<file path="src/sv/ffha_pkg.sv">
// Shared constants, header layout and memory request types for the
// first-fit heap allocator. No dependencies.
package ffha_pkg;

	localparam int HEAP_BYTES   = 4096;
	localparam int ALIGN_BYTES  = 8;
	localparam int HEADER_BYTES = 16;
	localparam int HEAP_TOTAL   = ((HEAP_BYTES + ALIGN_BYTES - 1) / ALIGN_BYTES) * ALIGN_BYTES;

	localparam int OFF_W       = 12;
	localparam int SIZE_W      = 13;
	localparam int REQ_W       = 13;
	localparam int RND_W       = 14;
	localparam int ALIGN_SHIFT = $clog2(ALIGN_BYTES);
	localparam int DEPTH       = HEAP_TOTAL / ALIGN_BYTES;
	localparam int IDX_W       = $clog2(DEPTH);

	localparam logic [1:0] OP_ALLOC  = 2'd0;
	localparam logic [1:0] OP_FREE   = 2'd1;
	localparam logic [1:0] OP_RESIZE = 2'd2;
	localparam logic [1:0] OP_REINIT = 2'd3;

	typedef struct packed {
		logic [SIZE_W-1:0] size;
		logic [OFF_W-1:0]  next;
		logic              free;
	} hdr_t;

	localparam int HDR_W = $bits(hdr_t);

	typedef struct packed {
		logic             we;
		logic [IDX_W-1:0] waddr;
		hdr_t             wdata;
		logic             re;
		logic [IDX_W-1:0] raddr;
	} mem_req_t;

	typedef struct packed {
		logic              status;
		logic [OFF_W-1:0]  address;
		logic [SIZE_W-1:0] copy;
	} res_t;

endpackage

</file>
<file path="src/sv/ffha_ctrl.sv">
// Sequencer that walks the header chain and performs alloc, free, resize and reinit.
// Depends on ffha_pkg; drives the header RAM through a mem_req_t.
module ffha_ctrl (
	input  logic                           clk,
	input  logic                           arst_n,
	input  logic                           in_valid,
	output logic                           in_ready,
	input  logic [1:0]                     operation,
	input  logic [ffha_pkg::REQ_W-1:0]     request_bytes,
	input  logic [ffha_pkg::OFF_W-1:0]     block_address,
	output ffha_pkg::mem_req_t             mem_req,
	input  logic [ffha_pkg::HDR_W-1:0]     mem_rdata,
	input  logic                           out_free,
	output logic                           done,
	output ffha_pkg::res_t                 res
);

	localparam logic [3:0] S_IDLE  = 4'd0;
	localparam logic [3:0] S_RD    = 4'd1;
	localparam logic [3:0] S_CHK   = 4'd2;
	localparam logic [3:0] S_SPLIT = 4'd3;
	localparam logic [3:0] S_TAKE  = 4'd4;
	localparam logic [3:0] S_FRD   = 4'd5;
	localparam logic [3:0] S_FBLK  = 4'd6;
	localparam logic [3:0] S_FNX   = 4'd7;
	localparam logic [3:0] S_DONE  = 4'd8;

	localparam logic [ffha_pkg::RND_W-1:0] HDR_R = ffha_pkg::RND_W'(ffha_pkg::HEADER_BYTES);
	localparam logic [ffha_pkg::SIZE_W-1:0] HDR_S = ffha_pkg::SIZE_W'(ffha_pkg::HEADER_BYTES);
	localparam logic [ffha_pkg::RND_W-1:0] AMASK = ffha_pkg::RND_W'(ffha_pkg::ALIGN_BYTES - 1);

	logic [3:0]                     state_q;
	logic                           alloc_mode_q;
	logic                           moved_q;
	logic                           split_q;
	logic                           head_valid_q;
	logic                           zero_s1;
	logic [1:0]                     op_q;
	logic [ffha_pkg::RND_W-1:0]     size_q;
	logic [ffha_pkg::OFF_W-1:0]     addr_q;
	logic [ffha_pkg::OFF_W-1:0]     cur_q;
	logic [ffha_pkg::OFF_W-1:0]     blk_q;
	ffha_pkg::hdr_t                 hdr_q;
	ffha_pkg::res_t                 res_q;

	ffha_pkg::hdr_t                 rd_hdr;
	ffha_pkg::hdr_t                 reset_hdr;
	logic [ffha_pkg::RND_W-1:0]     size_rnd;
	logic [ffha_pkg::SIZE_W-1:0]    cur_pay;
	logic [ffha_pkg::OFF_W-1:0]     nb_off;
	logic                           match;
	logic                           fits;
	logic                           accept;

	function automatic logic [ffha_pkg::IDX_W-1:0] idx(input logic [ffha_pkg::OFF_W-1:0] off);
		return off[ffha_pkg::OFF_W-1:ffha_pkg::ALIGN_SHIFT];
	endfunction

	assign reset_hdr.size = ffha_pkg::SIZE_W'(ffha_pkg::HEAP_TOTAL - ffha_pkg::HEADER_BYTES);
	assign reset_hdr.next = '0;
	assign reset_hdr.free = 1'b1;

	assign rd_hdr   = zero_s1 ? reset_hdr : ffha_pkg::hdr_t'(mem_rdata);
	assign size_rnd = ({1'b0, request_bytes} + AMASK) & ~AMASK;
	assign cur_pay  = {1'b0, cur_q} + HDR_S;
	assign nb_off   = cur_q + size_q[ffha_pkg::OFF_W-1:0] + HDR_S[ffha_pkg::OFF_W-1:0];
	assign match    = cur_pay == {1'b0, addr_q};
	assign fits     = rd_hdr.free && ({1'b0, rd_hdr.size} >= size_q);
	assign accept   = in_valid && in_ready;
	assign in_ready = state_q == S_IDLE;
	assign done     = (state_q == S_DONE) && out_free;
	assign res      = res_q;

	always_comb begin
		mem_req = '0;
		case (state_q)
			S_RD: begin
				mem_req.re    = 1'b1;
				mem_req.raddr = idx(cur_q);
			end
			S_SPLIT: begin
				mem_req.we         = 1'b1;
				mem_req.waddr      = idx(nb_off);
				mem_req.wdata.size = hdr_q.size - size_q[ffha_pkg::SIZE_W-1:0] - HDR_S;
				mem_req.wdata.next = hdr_q.next;
				mem_req.wdata.free = 1'b1;
			end
			S_TAKE: begin
				mem_req.we         = 1'b1;
				mem_req.waddr      = idx(cur_q);
				mem_req.wdata.size = split_q ? size_q[ffha_pkg::SIZE_W-1:0] : hdr_q.size;
				mem_req.wdata.next = split_q ? nb_off : hdr_q.next;
				mem_req.wdata.free = 1'b0;
			end
			S_FRD: begin
				mem_req.re    = 1'b1;
				mem_req.raddr = idx(blk_q);
			end
			S_FBLK: begin
				if (rd_hdr.next == '0) begin
					mem_req.we         = 1'b1;
					mem_req.waddr      = idx(blk_q);
					mem_req.wdata.size = rd_hdr.size;
					mem_req.wdata.next = rd_hdr.next;
					mem_req.wdata.free = 1'b1;
				end else begin
					mem_req.re    = 1'b1;
					mem_req.raddr = idx(rd_hdr.next);
				end
			end
			S_FNX: begin
				mem_req.we         = 1'b1;
				mem_req.waddr      = idx(blk_q);
				mem_req.wdata.size = rd_hdr.free ? hdr_q.size + HDR_S + rd_hdr.size : hdr_q.size;
				mem_req.wdata.next = rd_hdr.free ? rd_hdr.next : hdr_q.next;
				mem_req.wdata.free = 1'b1;
			end
			default: begin
				mem_req = '0;
			end
		endcase
	end

	always_ff @(posedge clk or negedge arst_n) begin
		if (!arst_n) begin
			head_valid_q <= 1'b0;
			zero_s1      <= 1'b0;
		end else begin
			if (accept && operation == ffha_pkg::OP_REINIT) begin
				head_valid_q <= 1'b0;
			end else if (mem_req.we && mem_req.waddr == '0) begin
				head_valid_q <= 1'b1;
			end
			if (mem_req.re) begin
				zero_s1 <= (mem_req.raddr == '0) && !head_valid_q;
			end
		end
	end

	always_ff @(posedge clk or negedge arst_n) begin
		if (!arst_n) begin
			state_q <= S_IDLE;
		end else begin
			case (state_q)
				S_IDLE: begin
					if (accept) begin
						case (operation)
							ffha_pkg::OP_ALLOC:  state_q <= S_RD;
							ffha_pkg::OP_FREE:   state_q <= (block_address == '0) ? S_DONE : S_RD;
							ffha_pkg::OP_RESIZE: state_q <= S_RD;
							default:             state_q <= S_DONE;
						endcase
					end
				end
				S_RD: state_q <= S_CHK;
				S_CHK: begin
					if (alloc_mode_q) begin
						if (fits) begin
							state_q <= ({1'b0, rd_hdr.size} > size_q + HDR_R) ? S_SPLIT : S_TAKE;
						end else begin
							state_q <= (rd_hdr.next == '0) ? S_DONE : S_RD;
						end
					end else if (match) begin
						if (op_q == ffha_pkg::OP_FREE || size_q == '0) begin
							state_q <= S_FRD;
						end else if (rd_hdr.free || {1'b0, rd_hdr.size} >= size_q) begin
							state_q <= S_DONE;
						end else begin
							state_q <= S_RD;
						end
					end else begin
						state_q <= (rd_hdr.next == '0) ? S_DONE : S_RD;
					end
				end
				S_SPLIT: state_q <= S_TAKE;
				S_TAKE:  state_q <= moved_q ? S_FRD : S_DONE;
				S_FRD:   state_q <= S_FBLK;
				S_FBLK:  state_q <= (rd_hdr.next == '0) ? S_DONE : S_FNX;
				S_FNX:   state_q <= S_DONE;
				S_DONE: begin
					if (out_free) begin
						state_q <= S_IDLE;
					end
				end
				default: state_q <= S_IDLE;
			endcase
		end
	end

	always_ff @(posedge clk) begin
		case (state_q)
			S_IDLE: begin
				if (accept) begin
					op_q         <= operation;
					size_q       <= size_rnd;
					addr_q       <= block_address;
					cur_q        <= '0;
					moved_q      <= 1'b0;
					alloc_mode_q <= (operation == ffha_pkg::OP_ALLOC) || (block_address == '0);
					res_q        <= '0;
				end
			end
			S_CHK: begin
				if (alloc_mode_q) begin
					if (fits) begin
						hdr_q   <= rd_hdr;
						split_q <= {1'b0, rd_hdr.size} > size_q + HDR_R;
					end else if (rd_hdr.next == '0) begin
						res_q.status <= 1'b1;
						res_q.copy   <= '0;
					end else begin
						cur_q <= rd_hdr.next;
					end
				end else if (match) begin
					blk_q <= cur_q;
					if (op_q == ffha_pkg::OP_FREE || size_q == '0) begin
						res_q <= '0;
					end else if (rd_hdr.free) begin
						res_q.status <= 1'b1;
					end else if ({1'b0, rd_hdr.size} >= size_q) begin
						res_q.address <= addr_q;
					end else begin
						res_q.copy   <= rd_hdr.size;
						alloc_mode_q <= 1'b1;
						moved_q      <= 1'b1;
						cur_q        <= '0;
					end
				end else if (rd_hdr.next == '0) begin
					res_q.status <= (op_q == ffha_pkg::OP_RESIZE) && (size_q != '0);
				end else begin
					cur_q <= rd_hdr.next;
				end
			end
			S_TAKE: res_q.address <= cur_pay[ffha_pkg::OFF_W-1:0];
			S_FBLK: hdr_q <= rd_hdr;
			default: begin
			end
		endcase
	end

	a_no_rw_overlap: assert property (@(posedge clk) disable iff (!arst_n)
		!(mem_req.we && mem_req.re))
		else $error("header RAM read and write in one cycle");

	a_read_consumed: assert property (@(posedge clk) disable iff (!arst_n)
		mem_req.re |=> (state_q == S_CHK || state_q == S_FBLK || state_q == S_FNX))
		else $error("header read data not consumed");

	a_split_apart: assert property (@(posedge clk) disable iff (!arst_n)
		state_q == S_SPLIT |-> mem_req.waddr != idx(cur_q))
		else $error("split header overwrites the granted block");

endmodule

</file>
<file path="config.mk">
export PLATFORM = sky130hd
export DESIGN_NAME = ffha_ctrl
export DESIGN_NICKNAME = d
export VERILOG_FILES = /design/src/sv/ffha_pkg.sv /design/src/sv/ffha_ctrl.sv
export SDC_FILE = /design/constraint.sdc
export NUM_CORES = 1
export LEC_CHECK = 0
export BUFFER_PORTS_ARGS = -buffer_cell sky130_fd_sc_hd__buf_2
export CORE_MARGIN = 2
export CORE_UTILIZATION = 55
export CTS_BUF_LIST = sky130_fd_sc_hd__clkbuf_16
export CTS_CLUSTER_DIAMETER = 40
export DETAILED_ROUTE_END_ITERATION = 12
export PLACE_DENSITY = 0.83
export SLEW_MARGIN = 5
export SYNTH_ARGS = -nofsm -noshare
export SYNTH_HDL_FRONTEND = slang
export SYNTH_SLANG_ARGS = --single-unit
</file>
<file path="constraint.sdc">
create_clock -name clk -period 4.95 [get_ports clk]
set_input_delay 0.7425 -clock clk [delete_from_list [all_inputs] [get_ports clk]]
set_output_delay 0.7425 -clock clk [all_outputs]
set_load 0.02 [all_outputs]
</file>
==> results_dict.tcl <==
set metrics [dict create \
    synth_warnings 0 \
    vias 7299 \
    tightest_slew_ps 1270 \
    cp_data_required_time_ps 4210 \
    p_switching_mw 2.52 \
    core-area_mm2 0.0140 \
    hold_slack_ps 189 \
    cts_sinks 106 \
    synth-seq-cells 106 \
    gp_congestion 1.02 \
    finalWirelength_um 23500 \
    clk_latency_ps 370 \
    setup_viol 0 \
    syn-mean-instance-area_um2 9.56 \
    cts-resized-gates 0 \
    htreeDepth 3 \
    synth_seq_area_share_pct 39.6 \
    seq_power_share_pct 32.0 \
    vias_per_cell 6.37 \
    clockBufferDepth 2 \
    fin_setup_tns_ps 0 \
    yosys.area.top_type "edfxtp_1" \
    finalHoldViolCount 0 \
    routedWlPerCell_um 20.5 \
    fmax_mhz 213 \
    ios 131 \
    worstReg2RegEnd "res[13]$_DFFE_PP_" \
    synthCells 833 \
    dr.pass1.iters 7 \
    post-dp-hpwl_um 17900 \
    overflow 0 \
    synth_edf_count 100 \
    p_clk_share_pct 13.1 \
    critPathCaptureType "primary output" \
    syn_to_final_growth_pct 14.6 \
    track_usage_pct 29.7 \
    nets 1098 \
    clk_pin_slew_ps 80 \
    grt_max_degree 27 \
    synth_cell_types 61 \
    io_buffers 130 \
    rsz0062_at_grt "no" \
    synthesis.nets 971 \
    slew_violations 0 \
    postCtsSetupRepairBufs 0 \
    status "completed" \
    power.share.combinational_pct 55.0 \
    n_antenna_cell 0 \
    skew_ps 10.7 \
    grt_pass1_wl_um 36400 \
    dr.first_iter.drc_count 864 \
    synth_area_leaders "edfxtp_1, ha_1, xnor2_1, inv_1, nand2_1" \
    fin_crit_sh_pct 95.0 \
    clockRootBuffer "clkbuf_16" \
    antenna_found_initial 0 \
    rows 43 \
    start_util_pct 56.9 \
    power.density_mw_per_mm2 587 \
    ys.flop_type "edfxtp_1" \
    die_w_um 124 \
    maxCapViolCount 0 \
    drc 0 \
    reg2reg_slack_ps 900 \
    start_kind "register" \
    reg2reg_from "zero_s1$_DFFE_PN0P_" \
    path_max_fanout 13 \
    die_y_um 124 \
    first_global_vias 7011 \
    crit_arrival_ps 3960 \
    switching_share_pct 47.1 \
    syn_area_mm2 0.00796 \
    cts_hold_buffers 0 \
    cts_buffers 9 \
    slew_headroom_pct 14.8 \
    drive_gt1_share_pct 18.4 \
    post-route-min-period_ps 4700 \
    power_leakage_nw 4.10 \
    r2r_cells 10 \
    power.internal_mw 2.83 \
    yosysTopAreaCellShare_pct 37.7 \
    async_reset_ff_share_pct 5.66 \
    vdd_drop_max_mv 0.392 \
    hold_class "in2async" \
    antenna_left 0 \
    cts_tree "yes" \
    crit_type "reg2out" \
    die_area_mm2 0.0155 \
]
cells in the mapped netlist (4+ instances only):
| cell | count |
|---|---|
| mux2i_1 | 7 |
| a211oi_1 | 6 |
| xor2_1 | 25 |
| or2_2 | 8 |
| o21bai_1 | 5 |
| clkbuf_1 | 27 |
| a221o_1 | 7 |
| a222oi_1 | 12 |
| ha_1 | 79 |
| o22ai_1 | 5 |
| a22oi_1 | 20 |
| nand2b_1 | 11 |
| a21oi_1 | 38 |
| buf_2 | 4 |
| a221oi_1 | 4 |
| o221ai_1 | 7 |
| and3_1 | 14 |
| and2_1 | 4 |
| or4_1 | 6 |
| o21ai_0 | 45 |
| nor4_1 | 12 |
| or3_1 | 9 |
| a22o_1 | 7 |
| xnor2_1 | 35 |
| dfrtp_1 | 6 |
| nor2_1 | 65 |
| edfxtp_1 | 100 |
| nand2_1 | 67 |
| nand4_1 | 8 |
| o31ai_1 | 5 |
| nor2b_1 | 18 |
| inv_1 | 70 |
| nand3_1 | 22 |
| a21o_1 | 11 |
| nor3_1 | 19 |
layout by cell type (no fill, tap or decap), types with 12 or more instances in the layout:
| cell | n |
|---|---|
| buf_2 | 130 |
| a222oi_1 | 12 |
| and3_1 | 14 |
| xor2_1 | 25 |
| nor2_1 | 65 |
| nand2_1 | 67 |
| o21ai_0 | 45 |
| ha_1 | 79 |
| xnor2_1 | 35 |
| nor4_1 | 12 |
| nor2b_1 | 18 |
| nor3_1 | 19 |
| a21oi_1 | 38 |
| inv_1 | 71 |
| edfxtp_1 | 100 |
| nand3_1 | 22 |
| a22oi_1 | 20 |
| buf_4 | 18 |
worst max path at each step:
stage                              startpoint     endpoint  depth (start not counted)
after floorplan           zero_s1$_DFFE_PN0P_  mem_req[34]                         15
after global placement          mem_rdata[18]  mem_req[35]                         13
after detailed placement        mem_rdata[18]  mem_req[35]                         13
after CTS                 zero_s1$_DFFE_PN0P_  mem_req[34]                         15
after global routing      zero_s1$_DFFE_PN0P_  mem_req[34]                         15
final                     zero_s1$_DFFE_PN0P_  mem_req[34]                         15
metal layers:
layer | GRT usage [%] | up-vias | wire [um]
met5 | 0 | - | 0
met4 | 12.2 | 0 | 650
li1 | - | 3355 | -
met1 | 41.0 | 3393 | 9630
met3 | 6.62 | 55 | 2820
met2 | 45.6 | 496 | 10400
layout make-up:
type,instances,area (um2)
Clock buffer,9,225
Clock inverter,7,52.6
Fill cell,1135,4860
Inverter,71,267
Multi-Input combinational cell,624,4420
Sequential cell,106,3150
Tap cell,180,225
Timing Repair Buffer,148,786
cell families (layout without fill, tap and decap cells):
logic type	count (synthesis)	count (layout)	share of synthesized area [%]
fa+ha+maj	81	81	12.9
xor+xnor	60	60	6.60
simple gates	276	276	17.4
flops	106	106	39.6
buf+inv	103	235	4.92
compound gates	200	200	17.7
mux	7	7	0.880
power by group through the flow:
stage | logic (mW) | registers, mW | clock network (mW)
global placement | 2.80 | 1.70 | 0
CTS | 2.89 | 1.69 | 0.696
finish | 2.94 | 1.71 | 0.699
floorplan | 2.03 | 1.66 | 0
global route | 3.21 | 1.74 | 0.734
detailed placement | 2.87 | 1.71 | 0
stage by stage:
stage / cells / cell area, um2 / power [mW] / util (%) / worst slack [ps]
2_1_floorplan: 833 / 7960 / 3.69 / - / 1010
3_3_place_gp: 1129 / 8850 / 4.49 / 63.2 / 767
3_5_place_dp: 1129 / 8850 / 4.58 / 63.2 / 600
4_1_cts: 1145 / 9120 / 5.28 / 65.2 / 355
5_1_grt: 1145 / 9120 / 5.68 / 65.2 / 109
6_report: 1145 / 9120 / 5.35 / 65.2 / 248
sequential cells by signal, indices dropped and copies added, names as in the netlist:
register,count
hdr_q,25
state_q,4
zero_s1,1
op_q,2
head_valid_q,1
addr_q,12
cur_q,12
blk_q,9
split_q,1
moved_q,1
res,26
alloc_mode_q,1
size_q,11
worst max-delay path, stage by stage, from the launching register on:
cell,delay [ps]
dfrtp_1,690
inv_1,200
buf_4,230
nand2_1,120
inv_1,70
ha_1,180
ha_1,210
fa_1,400
a21o_1,170
a21o_1,210
a21oi_1,230
o21ai_0,170
mux2i_1,150
a221oi_1,270
o21ai_0,120
buf_2,190
No activity file was read; power rests on OpenSTA's default activity.
